===== config.mk =====
export PLATFORM = sky130hd
export DESIGN_NAME = rwpc_shade
export DESIGN_NICKNAME = d
export VERILOG_FILES = /design/src/rtl/core/rwpc_pkg.sv /design/src/rtl/core/rwpc_shade.sv
export SDC_FILE = /design/constraint.sdc
export NUM_CORES = 1
export LEC_CHECK = 0
export BUFFER_PORTS_ARGS = -buffer_cell sky130_fd_sc_hd__buf_2
export CAP_MARGIN = 20
export CELL_PAD_IN_SITES_DETAIL_PLACEMENT = 0
export CELL_PAD_IN_SITES_GLOBAL_PLACEMENT = 1
export CORE_MARGIN = 4
export CORE_UTILIZATION = 33
export CTS_BUF_LIST = sky130_fd_sc_hd__clkbuf_8
export DETAILED_ROUTE_END_ITERATION = 6
export PLACE_DENSITY_LB_ADDON = 0.1
export SLEW_MARGIN = 20
export SYNTH_ARGS = -nofsm -noshare
export SYNTH_HDL_FRONTEND = slang
export SYNTH_SLANG_ARGS = --single-unit

===== constraint.sdc =====
create_clock -name i_clk -period 5.3 [get_ports i_clk]
set_input_delay 0.265 -clock i_clk [delete_from_list [all_inputs] [get_ports i_clk]]
set_output_delay 0.265 -clock i_clk [all_outputs]
set_load 0.05 [all_outputs]

===== src/rtl/core/rwpc_pkg.sv =====
// ----------------------------------------------------------------------------
// rwpc_pkg
// Shared codes, token type and color table of the pixel compositor.
// ----------------------------------------------------------------------------
package rwpc_pkg;

    // operation codes
    localparam logic [1:0] OP_WR_REGION   = 2'd0;
    localparam logic [1:0] OP_WR_OBSTACLE = 2'd1;
    localparam logic [1:0] OP_CLASSIFY    = 2'd2;

    // region kinds
    localparam logic [1:0] KIND_UNUSED = 2'd3;

    // pixel classes
    localparam logic [2:0] CLS_FLOOR_A  = 3'd0;
    localparam logic [2:0] CLS_FLOOR_B  = 3'd1;
    localparam logic [2:0] CLS_SPAWN    = 3'd2;
    localparam logic [2:0] CLS_MISSION  = 3'd3;
    localparam logic [2:0] CLS_NEST     = 3'd4;
    localparam logic [2:0] CLS_OBSTACLE = 3'd5;
    localparam logic [2:0] CLS_BORDER   = 3'd6;

    // configuration register indexes
    localparam logic [1:0] CFG_WORLD_WIDTH  = 2'd0;
    localparam logic [1:0] CFG_WORLD_HEIGHT = 2'd1;
    localparam logic [1:0] CFG_BORDER       = 2'd2;

    localparam logic [15:0] WORLD_WIDTH_RST  = 16'd1024;
    localparam logic [15:0] WORLD_HEIGHT_RST = 16'd1024;
    localparam logic [7:0]  BORDER_RST       = 8'd10;

    // 8-pixel tiles: coordinate bit that flips the checkerboard
    localparam int TILE_BIT = 3;

    // one operation traveling down the cell chain
    typedef struct packed {
        logic [1:0]  op;
        logic [3:0]  slot;
        logic        ent_valid;
        logic [15:0] left;
        logic [15:0] top;
        logic [15:0] width;
        logic [15:0] height;
        logic [1:0]  kind;
        logic [15:0] pixel_x;
        logic [15:0] pixel_y;
        logic [2:0]  cls;
        logic        done;   // region search finished
    } t_token;

    typedef struct packed {
        logic [7:0] red;
        logic [7:0] green;
        logic [7:0] blue;
    } t_color;

    function automatic t_color class_color(logic [2:0] cls);
        t_color c;
        case (cls)
            CLS_FLOOR_A:  c = '{8'd31, 8'd37, 8'd32};
            CLS_FLOOR_B:  c = '{8'd35, 8'd41, 8'd35};
            CLS_SPAWN:    c = '{8'd35, 8'd70, 8'd45};
            CLS_MISSION:  c = '{8'd75, 8'd70, 8'd35};
            CLS_NEST:     c = '{8'd75, 8'd35, 8'd35};
            CLS_OBSTACLE: c = '{8'd70, 8'd65, 8'd55};
            CLS_BORDER:   c = '{8'd50, 8'd50, 8'd50};
            default:      c = '{8'd50, 8'd50, 8'd50};
        endcase
        return c;
    endfunction

endpackage


===== src/rtl/core/rwpc_shade.sv =====
// ----------------------------------------------------------------------------
// rwpc_shade
// Border band override, palette lookup and the result register.
// ----------------------------------------------------------------------------
module rwpc_shade (
    input  logic             i_clk,
    input  logic             i_rst_n,
    input  logic             i_advance,
    input  logic             i_tok_valid,
    input  rwpc_pkg::t_token i_tok,
    input  logic [15:0]      i_world_width,
    input  logic [15:0]      i_world_height,
    input  logic [7:0]       i_border,
    output logic             o_valid,
    output logic [2:0]       o_class,
    output logic [7:0]       o_red,
    output logic [7:0]       o_green,
    output logic [7:0]       o_blue
);

    logic             r_valid;
    logic [2:0]       r_class;
    rwpc_pkg::t_color r_color;
    logic [2:0]       n_class;
    logic             in_band;

    always_comb begin
        in_band = (i_tok.pixel_x < {8'd0, i_border})
               || (i_tok.pixel_y < {8'd0, i_border})
               || (({1'b0, i_tok.pixel_x} + {9'd0, i_border}) >= {1'b0, i_world_width})
               || (({1'b0, i_tok.pixel_y} + {9'd0, i_border}) >= {1'b0, i_world_height});
        n_class = in_band ? rwpc_pkg::CLS_BORDER : i_tok.cls;
    end

    always_ff @(posedge i_clk) begin
        if (!i_rst_n) begin
            r_valid <= 1'b0;
        end else if (i_advance) begin
            r_valid <= i_tok_valid && (i_tok.op == rwpc_pkg::OP_CLASSIFY);
        end
    end

    always_ff @(posedge i_clk) begin
        if (i_advance) begin
            r_class <= n_class;
            r_color <= rwpc_pkg::class_color(n_class);
        end
    end

    assign o_valid = r_valid;
    assign o_class = r_class;
    assign o_red   = r_color.red;
    assign o_green = r_color.green;
    assign o_blue  = r_color.blue;

endmodule


==> impl_results.md <==
- CP max-delay cell: a2111o_1
- Final setup vio count: 0
- Number of global-route vias before repair: around 2.9k
- Net Sw Frac: just under 40%
- Remaining antenna violation count: 0
- Largest fanout on the critical path: 14
- Final Slew Violations: 0
- Critical Path AT: approximately 4.6 ns
- Synth unique cells: 61
- Post-synthesis sequential area ratio: approximately a fifth
- Yosys top cell area share: approximately a quarter
- Relative slew slack: a little over two fifths
- Top FF cell, synth: edfxtp_1
- Vias per cell: between 4 and 5
- # Post-CTS Setup Buffers: 0
- Clock skew: 0 ns
- CP delay by family, top: compound AO/OA/AOI/OAI gates
- CP max stage delay: about 0.56 ns
- Crit path cell chain: buf_2, ha_1, inv_1, fa_1, o21ba_2, o21ai_0, a21oi_1, a221oi_1, buf_4, nand3_1, xnor2_1, ha_1, a21oi_1, nor2_1, a211oi_1, o2111ai_1, a2111o_1, buf_4, a2111oi_0
- First-pass GRT wire length: around 13 mm
- Core area: just under 10000 um2
- Sequential Power Share: between 20% and 30%
- Syn. warnings: 0
- 1st-pass router iterations: 4
- Max clock buf depth: 2
- Fin crit period: about 4.5 ns
- Most common cell after layout, fill and taps aside: buf_2
- Initial core utilization: 33.82%
- Psw: approximately 0.00029 W
- DIE AREA: approximately 12000 um2
- Peak supply drop: roughly 88 uV
- Layout Nets: roughly 700
- Critical Path RT: 5.32 ns
- Worst-Skew Late Latency: around 0.26 ns
- Nature of the critical path endpoint: flop
- Via count: 3014
- Fin. Hold Viols: 0
- Main combinational cell family by area after synthesis: adder cells
- Reg clk slew, reported paths: about 0.08 ns
- Top achievable clock speed: between 200 and 250 MHz
- Max-cap violations: 0
- Post-DR wirelength/cell: ~14 um
- Hold WC Path Type: in2reg
- Clock sink count: 22
- Largest net degree at the start of global routing: 24
- Compound-cell area share of the yosys netlist: 15.10%
- RSZ-0062 raised after global routing: no
- Adder-cell share of the synthesized area: approximately a quarter
- Row cnt: 36
- Area Growth Syn to Fin: 20.67%
- Overall Global Routing Usage: roughly 14%
- Total negative slack: 0 ns
- Actual slew at the worst max-slew pin: 0.8613 ns
- Root buf cell: clkbuf_8
- Post-synth top area cell: ha_1
- Antenna cell count: 0
- Drt drc: 0
- Mapped Cells: slightly below 400
- Buf+Inv Stages, Crit Path: 4
- Cell Area, Synth: around 3300 um2
- EDFF count, synth: 21
- Detailed Route WL: 8.487 mm
- Die H: around 110 um
- Share of flip-flops with an asynchronous set or reset: 0%
- H-tree Lvls: 1
- Filler cell count: between 1k and 1.5k
- Synth top area cells: ha_1 24%, edfxtp_1 19%, inv_1 6.8%
- Overflow after GRT: 0
- DR iter-0 viols: 79
- Simple-Gate Fraction of Synth Area: a little over a fifth
- Initial antenna violation count: 0
- Global placer's final weighted congestion: 0.8398
- Comb pwr share: about half
- Hpwl dp: approximately 7.2 mm
- Buffers on Ports: ~100
- Hold_buf cts: 0
- Leakage: around 1.9 nW
- Layout cell share with drive strength beyond 1: roughly a quarter
- Internal Dissipation: ~0.00045 W
- Mux share of post-synthesis cell area: 0.9084%
- P per Cell Area: ~190 nW/um2
- WS Path Type: in2reg
- Die width: 108.1 um
- Synth Area per Inst: around 8.4 um2
- Status: finished, final reports clean
- CTS Buf Count: 3
- Synth Area in XOR/XNOR: approximately 6.6%
- CTS resizes: 0
- Period utilization: a little under nine tenths
- Nature of the critical path startpoint: input port
- CTS tree: done
- Yosys reg bits: 22
- Final hold slack: ~0.25 ns
- Most frequent cells in the layout: 102 x buf_2, 64 x ha_1, 60 x inv_1
- Placed cell count: 618
- Clock power share: 20.9%
- Non-filler cells, final: between 600 and 700
- Ports: about 180
-- routing by layer --
layer / up-vias / track usage [%] / routed length, um
met5: - / 0 / 0
met4: 0 / 2.164 / 51
met3: 5 / 2.149 / 412
met2: 70 / 24.07 / 3942
met1: 1344 / 19.63 / 4081
li1: 1595 / - / -
-- Yosys cell counts, drive strengths merged (3+ instances only) --
library cell	number
a2111o	3
a2111oi	7
a211oi	3
a21oi	24
and3	6
and4	3
buf	12
clkbuf	4
edfxtp	21
ha	64
inv	60
mux2i	3
nand2	15
nand2b	12
nand3	16
nand4	7
nor2	14
nor2b	8
nor3	15
nor4	9
nor4b	3
o2111ai	3
o21ai	11
o21bai	3
or4	5
or4b	3
xnor2	15
xor2	10
-- worst reg2reg max path, stage by stage, from the launching register on --
cell and delay, ns:
dfxtp_1 0.33, nand2b_1 0.06, a21boi_0 0.14
-- registers in the layout, indices dropped and copies added (netlist names) --
signal,count
o_class,3
o_blue,5
o_valid,1
o_red,6
o_green,7
-- power groups by stage --
stage	clock network [W]	registers, W	logic, W
finish	0.000156	0.000214	0.000374
global route	0.000169	0.000215	0.000423
CTS	0.000160	0.000214	0.000380
detailed placement	0	0.000218	0.000378
global placement	0	0.000218	0.000373
floorplan	0	0.000277	0.000213
-- logic make-up (layout without fill, tap and decap cells) --
kind of cell    after synthesis  in the layout
compound gates               72             72
other cells                   2              6
flops                        22             22
simple gates                125            125
mux                           3              3
buf+inv                      77            170
xor+xnor                     25             25
fa+ha+maj                    66             66
-- per-stage QoR --
stage | setup slack (ns) | utilization, % | total power (W) | cell area (um2)
floorplan | 0.9866 | - | 0.0004902 | 3321
global placement | 0.4837 | 40.08 | 0.0005907 | 3918
detailed placement | 0.4372 | 40.08 | 0.0005959 | 3918
CTS | 0.7029 | 40.81 | 0.0007541 | 3989
global route | 0.3011 | 40.81 | 0.0008067 | 3989
finish | 0.7626 | 40.81 | 0.0007438 | 3989
-- cell type report --
| type | count | area (um2) | area share [%] |
|---|---|---|---|
| clock buffers | 3 | 41.29 | 1.035 |
| flip-flops and latches | 22 | 650.6 | 16.31 |
| repair buffers | 105 | 533.0 | 13.36 |
| well taps | 133 | 166.4 | 4.172 |
| clock inverters | 1 | 30.03 | 0.7528 |
| inverters | 61 | 229.0 | 5.740 |
| multi-input cells | 297 | 2338 | 58.63 |
-- worst paths after layout --
check                                 start   endpoint  slack (ns)  depth (start not counted)
worst max-delay path            i_border[0]  o_blue[2]        0.76                         19
worst min-delay path                i_rst_n    o_valid        0.25                          2
worst max register to register      o_valid    o_valid        4.70                          2
worst min register to register      o_valid    o_valid        0.49                          2
No activity file was read; power rests on OpenSTA's default activity.
