--- src/rtl/core/rwpc_pkg.sv ---
// ----------------------------------------------------------------------------
// rwpc_pkg
// Shared codes, token type and color table of the pixel compositor.
// ----------------------------------------------------------------------------
package rwpc_pkg;

    // operation codes
    localparam logic [1:0] OP_WR_REGION   = 2'd0;
    localparam logic [1:0] OP_WR_OBSTACLE = 2'd1;
    localparam logic [1:0] OP_CLASSIFY    = 2'd2;

    // region kinds
    localparam logic [1:0] KIND_UNUSED = 2'd3;

    // pixel classes
    localparam logic [2:0] CLS_FLOOR_A  = 3'd0;
    localparam logic [2:0] CLS_FLOOR_B  = 3'd1;
    localparam logic [2:0] CLS_SPAWN    = 3'd2;
    localparam logic [2:0] CLS_MISSION  = 3'd3;
    localparam logic [2:0] CLS_NEST     = 3'd4;
    localparam logic [2:0] CLS_OBSTACLE = 3'd5;
    localparam logic [2:0] CLS_BORDER   = 3'd6;

    // configuration register indexes
    localparam logic [1:0] CFG_WORLD_WIDTH  = 2'd0;
    localparam logic [1:0] CFG_WORLD_HEIGHT = 2'd1;
    localparam logic [1:0] CFG_BORDER       = 2'd2;

    localparam logic [15:0] WORLD_WIDTH_RST  = 16'd1024;
    localparam logic [15:0] WORLD_HEIGHT_RST = 16'd1024;
    localparam logic [7:0]  BORDER_RST       = 8'd10;

    // 8-pixel tiles: coordinate bit that flips the checkerboard
    localparam int TILE_BIT = 3;

    // one operation traveling down the cell chain
    typedef struct packed {
        logic [1:0]  op;
        logic [3:0]  slot;
        logic        ent_valid;
        logic [15:0] left;
        logic [15:0] top;
        logic [15:0] width;
        logic [15:0] height;
        logic [1:0]  kind;
        logic [15:0] pixel_x;
        logic [15:0] pixel_y;
        logic [2:0]  cls;
        logic        done;   // region search finished
    } t_token;

    typedef struct packed {
        logic [7:0] red;
        logic [7:0] green;
        logic [7:0] blue;
    } t_color;

    function automatic t_color class_color(logic [2:0] cls);
        t_color c;
        case (cls)
            CLS_FLOOR_A:  c = '{8'd31, 8'd37, 8'd32};
            CLS_FLOOR_B:  c = '{8'd35, 8'd41, 8'd35};
            CLS_SPAWN:    c = '{8'd35, 8'd70, 8'd45};
            CLS_MISSION:  c = '{8'd75, 8'd70, 8'd35};
            CLS_NEST:     c = '{8'd75, 8'd35, 8'd35};
            CLS_OBSTACLE: c = '{8'd70, 8'd65, 8'd55};
            CLS_BORDER:   c = '{8'd50, 8'd50, 8'd50};
            default:      c = '{8'd50, 8'd50, 8'd50};
        endcase
        return c;
    endfunction

endpackage

--- src/rtl/core/rwpc_cell.sv ---
// ----------------------------------------------------------------------------
// rwpc_cell
// One table slot: holds a rectangle, tests the passing pixel against it.
// ----------------------------------------------------------------------------
module rwpc_cell #(
    parameter bit IS_OBSTACLE = 1'b0,
    parameter int CELL_INDEX  = 0,
    parameter int COORD_BITS  = 16
) (
    input  logic            i_clk,
    input  logic            i_rst_n,
    input  logic            i_advance,
    input  logic            i_tok_valid,
    input  rwpc_pkg::t_token i_tok,
    output logic            o_tok_valid,
    output rwpc_pkg::t_token o_tok
);

    localparam logic [7:0] SLOT_ID = 8'(CELL_INDEX);
    localparam logic [1:0] WR_OP   = IS_OBSTACLE ? rwpc_pkg::OP_WR_OBSTACLE
                                                 : rwpc_pkg::OP_WR_REGION;

    logic [COORD_BITS-1:0] r_left, r_top, r_width, r_height;
    logic [1:0]            r_kind;
    logic                  r_ent_valid;
    logic                  r_tok_valid;
    rwpc_pkg::t_token      r_tok;
    rwpc_pkg::t_token      n_tok;

    logic [COORD_BITS-1:0] px, py;
    logic [COORD_BITS:0]   right, bottom;
    logic                  hit, wr, classify;

    assign px     = i_tok.pixel_x[COORD_BITS-1:0];
    assign py     = i_tok.pixel_y[COORD_BITS-1:0];
    // one extra bit so left+width never wraps
    assign right  = {1'b0, r_left} + {1'b0, r_width};
    assign bottom = {1'b0, r_top} + {1'b0, r_height};

    assign hit = r_ent_valid && (px >= r_left) && ({1'b0, px} < right)
              && (py >= r_top) && ({1'b0, py} < bottom);

    assign wr       = i_tok_valid && (i_tok.op == WR_OP) && (8'(i_tok.slot) == SLOT_ID);
    assign classify = i_tok_valid && (i_tok.op == rwpc_pkg::OP_CLASSIFY);

    always_comb begin
        n_tok = i_tok;
        if (classify && hit) begin
            if (IS_OBSTACLE) begin
                n_tok.cls = rwpc_pkg::CLS_OBSTACLE;
            end else if (!i_tok.done) begin
                // first containing region ends the search; unused kind keeps floor
                n_tok.done = 1'b1;
                if (r_kind != rwpc_pkg::KIND_UNUSED) begin
                    n_tok.cls = rwpc_pkg::CLS_SPAWN + {1'b0, r_kind};
                end
            end
        end
    end

    always_ff @(posedge i_clk) begin
        if (!i_rst_n) begin
            r_ent_valid <= 1'b0;
            r_tok_valid <= 1'b0;
        end else if (i_advance) begin
            r_tok_valid <= i_tok_valid;
            if (wr) begin
                r_ent_valid <= i_tok.ent_valid;
            end
        end
    end

    always_ff @(posedge i_clk) begin
        if (i_advance) begin
            r_tok <= n_tok;
            if (wr) begin
                r_left   <= i_tok.left[COORD_BITS-1:0];
                r_top    <= i_tok.top[COORD_BITS-1:0];
                r_width  <= i_tok.width[COORD_BITS-1:0];
                r_height <= i_tok.height[COORD_BITS-1:0];
                r_kind   <= i_tok.kind;
            end
        end
    end

    assign o_tok_valid = r_tok_valid;
    assign o_tok       = r_tok;

endmodule

--- config.mk ---
export PLATFORM = sky130hd
export DESIGN_NAME = rwpc_cell
export DESIGN_NICKNAME = d
export VERILOG_FILES = /design/src/rtl/core/rwpc_pkg.sv /design/src/rtl/core/rwpc_cell.sv
export SDC_FILE = /design/constraint.sdc
export NUM_CORES = 1
export LEC_CHECK = 0
export BUFFER_PORTS_ARGS = -buffer_cell sky130_fd_sc_hd__buf_2
export CORE_ASPECT_RATIO = 1.1
export CORE_UTILIZATION = 35
export DETAILED_ROUTE_END_ITERATION = 6
export GPL_TIMING_DRIVEN = 0
export HOLD_SLACK_MARGIN = 0.05
export PLACE_DENSITY = 0.56
export SYNTH_ARGS = -nofsm -noshare
export SYNTH_HDL_FRONTEND = slang
export SYNTH_SLANG_ARGS = --single-unit
--- constraint.sdc ---
create_clock -name i_clk -period 26.1 [get_ports i_clk]
set_clock_uncertainty 0.15 [all_clocks]
set_input_delay 3.915 -clock i_clk [delete_from_list [all_inputs] [get_ports i_clk]]
set_output_delay 3.915 -clock i_clk [all_outputs]
set_load 0.02 [all_outputs]
==> results.py <==
metrics = {
    "status": {
        "run_status": "complete, no violations",
    },
    "timing": {
        "fmaxAchievable_ghz": 0.152,
        "setup-violations-final": 0,
        "unrepaired_setup_endpoints_after_global_routing": "no",
        "layout_worst_path_cycle_share_pct": 25.3,
        "period_minus_slack_ns": 6.59,
        "timing.hold.ws_ns": 0.339,
        "maxSlewViolCount": 0,
        "tightest_slew_ns": 0.662,
        "finalSetupTns_ns": 0,
        "maxSlewHeadroom_pct": 55.5,
        "final-hold-violation-count": 0,
    },
    "logic_synthesis": {
        "synth_area_leaders": "sky130_fd_sc_hd__edfxtp_1 64%, sky130_fd_sc_hd__ha_1 14%, sky130_fd_sc_hd__a21oi_1 2.3%",
        "postSynthNetCount": 756,
        "synth_common_cells": "175 x sky130_fd_sc_hd__edfxtp_1, 94 x sky130_fd_sc_hd__ha_1, 45 x sky130_fd_sc_hd__inv_1",
        "synth.distinct_cells": 50,
        "asyncSetResetFlopFracSynth_pct": 0,
        "number_of_flip_flops_and_latches_in_the_synthesized_netlist": 177,
        "yosysMostFrequentCell": "sky130_fd_sc_hd__edfxtp_1",
        "dominantRegCellSynth": "sky130_fd_sc_hd__edfxtp_1",
        "synth_edf_count": 175,
        "synth_top_cell_by_area": "sky130_fd_sc_hd__edfxtp_1",
        "syn-instance-count": 547,
        "ys_warn_count": 0,
        "netlist_area_um2": 8190,
        "synthesis.area_per_instance_um2": 15.0,
        "ys_seq_area_share_pct": 64.7,
        "post-synth-top-area-fraction_pct": 64.2,
    },
    "clocking": {
        "cts.repair.resized": 0,
        "clock-sinks": 177,
        "cts_setup_buffers": 0,
        "path_clk_slew_ns": 0.07,
        "h-tree-depth": 4,
        "buffer_type_at_the_clock_tree_root": "sky130_fd_sc_hd__clkbuf_16",
        "clkLatencyLatePin_ns": 0.43,
        "tritoncts": "yes",
        "holdBufCountCts": 0,
        "cts-root-to-sink-buffers": 2,
        "cts-buffers-inserted": 17,
    },
    "floorplanning": {
        "row_count": 58,
        "die_x_extent_um": 148,
        "die_height_um": 162,
        "coreArea_um2": 22900,
        "pin_count": 223,
        "die_area_um2": 24000,
        "initial_util_pct": 35.7,
    },
    "critical_path": {
        "timing.critical_path.depth": 9,
        "path_cells": "buf_4 > buf_16 > nand2_1 > nor4_2 > buf_4 > buf_4 > buf_4 > buf_4 > buf_4",
        "cp_common_cell": "sky130_fd_sc_hd__buf_4",
        "worst-r2r-setup-slack_ns": 21.68,
        "worst_path_max_delay_cell": "sky130_fd_sc_hd__nor4_2",
        "reg2reg_depth": 15,
        "kind_of_start_point_of_the_critical_path": "input port",
        "crit_reg_reg_startpoint": "r_left[0]$_DFFE_PP_",
        "worst_setup_ep": "r_left[5]$_DFFE_PP_",
        "critical_path.reg2reg.endpoint": "o_tok[2]$_DFFE_PP_",
        "setup.worst_path.end_class": "flip-flop",
        "crit_type": "in2reg",
        "timing.critical_path.fanout_max": 67,
        "cp-startpoint": "i_advance",
        "worstPathRequired_ns": 26.08,
        "crit_family": "buffers and inverters",
        "timing.critical_path.slowest_cell_delay_ns": 0.49,
        "cp_data_arrival_time_ns": 6.57,
        "critical_path.n_buffers_inverters": 7,
    },
    "grt": {
        "grt_pass1_vias": 5155,
        "largest_net_degree_at_the_start_of_global_routing": 68,
        "grt_antenna_before_repair": 0,
        "grt_first_pass_wirelength_mm": 26.4,
        "grt_overflow_total": 0,
        "groute.usage.overall_pct": 14.6,
    },
    "layout": {
        "multi_input_comb_area_um2": 2730,
        "post-route-cell-area_um2": 10400,
        "syn_to_final_growth_pct": 26.4,
        "final_cell_count_no_fill": 1111,
        "design.final.nets": 1007,
        "post-route-util_pct": 45.2,
        "post_route_cells_drive_above_1_share_pct": 34.4,
        "register_area_um2": 5300,
        "nFillCells": 2088,
        "antenna_cells_inserted": 0,
    },
    "min_path": {
        "hold_class": "reg2reg",
    },
    "routing": {
        "via_per_inst": 4.71,
        "drtPass1Iterations": 4,
        "drc": 0,
        "drt.antenna.violating_nets": 0,
        "detailed_route_wire_length_mm": 17.1,
        "vias": 5238,
        "drc_violation_total_after_the_first_tritonroute_iteration": 120,
        "wire_per_inst_um": 15.4,
    },
    "job": {
        "max_cap_violations": 0,
    },
    "placement": {
        "dp.final_hpwl_mm": 13.4,
        "postPlaceCellArea_um2": 9780,
        "dpl.cell_count": 1079,
        "port-buffer-count": 222,
        "gp_congestion": 0.791,
    },
    "power": {
        "vdd_ir_drop_max_mv": 0.0386,
        "leakagePower_nw": 4.48,
        "power_per_cell_area_nw_per_um2": 62.2,
    },
}
cells by family (layout without fill, tap and decap cells):
family | after synthesis | count (layout) | synth area share (%)
AOI/OAI and AO/OA | 128 | 128 | 10.8
muxes | 1 | 1 | 0.122
DFF | 177 | 177 | 64.7
and+or+nand+nor | 73 | 73 | 4.61
buffers and inverters | 45 | 309 | 2.06
adders and majority gates | 96 | 96 | 14.9
xor gates and xnor gates | 27 | 27 | 2.89
report_power, final:
| group | switching (mW) | total (mW) | leakage [nW] | internal (mW) |
|---|---|---|---|---|
| registers | 0.00294 | 0.331 | 1.68 | 0.328 |
| logic | 0.0396 | 0.0618 | 2.54 | 0.0222 |
| clock network | 0.117 | 0.251 | 0.270 | 0.134 |
| total | 0.159 | 0.644 | 4.48 | 0.484 |
tightest hold or removal path, cell delays in order, from the launching register on:
cell and delay (ns):
sky130_fd_sc_hd__dfxtp_1 0.31, sky130_fd_sc_hd__nand2b_1 0.06, sky130_fd_sc_hd__a21boi_0 0.07
stage by stage:
stage	worst slack, ns	power (mW)
floorplan	14.37	0.368
global placement	9.03	0.399
detailed placement	19.00	0.400
CTS	19.45	0.654
global route	19.28	0.669
finish	19.51	0.644
layer usage:
metal,wire length [um],global-route usage [%],vias up
met5,0,0,-
met4,238,4.69,0
met3,801,3.56,16
met2,8380,24.8,142
met1,7650,18.1,2467
li1,-,-,2613
how the worst min path moves through the flow:
stage	start	end	slack [ns]	depth (start not counted)
3_3_place_gp	o_tok_valid$_SDFFE_PN0P_	o_tok_valid$_SDFFE_PN0P_	0.32	2
3_5_place_dp	o_tok_valid$_SDFFE_PN0P_	o_tok_valid$_SDFFE_PN0P_	0.33	2
2_1_floorplan	r_ent_valid$_SDFFE_PN0P_	r_ent_valid$_SDFFE_PN0P_	0.33	2
4_1_cts	o_tok_valid$_SDFFE_PN0P_	o_tok_valid$_SDFFE_PN0P_	0.34	2
5_1_grt	o_tok_valid$_SDFFE_PN0P_	o_tok_valid$_SDFFE_PN0P_	0.38	2
6_report	o_tok_valid$_SDFFE_PN0P_	o_tok_valid$_SDFFE_PN0P_	0.34	2
placed cells by master, fill, tap and decap left out, drive strengths merged, types with 8 or more instances in the layout:
cell and count:
a21o 25, a21oi 40, buf 232, clkbuf 17, edfxtp 175, ha 94, inv 52, nand2 16
nand3 8, nor2 13, o21ai 23, xnor2 8, xor2 19
sequential cells by signal, indices dropped and copies added (netlist names):
| register | cells |
|---|---|
| o_tok | 109 |
| o_tok_valid | 1 |
| r_ent_valid | 1 |
| r_height | 16 |
| r_kind | 2 |
| r_left | 16 |
| r_top | 16 |
| r_width | 16 |
layout make-up:
cell class | instances | area share [%]
clock inverter | 15 | 1.41
timing repair buffer | 232 | 11.7
multi-input combinational | 325 | 26.4
inverter | 45 | 1.63
sequential | 177 | 51.1
clock buffer | 17 | 4.11
tap | 300 | 3.62
(Power assumes the default switching activity.)
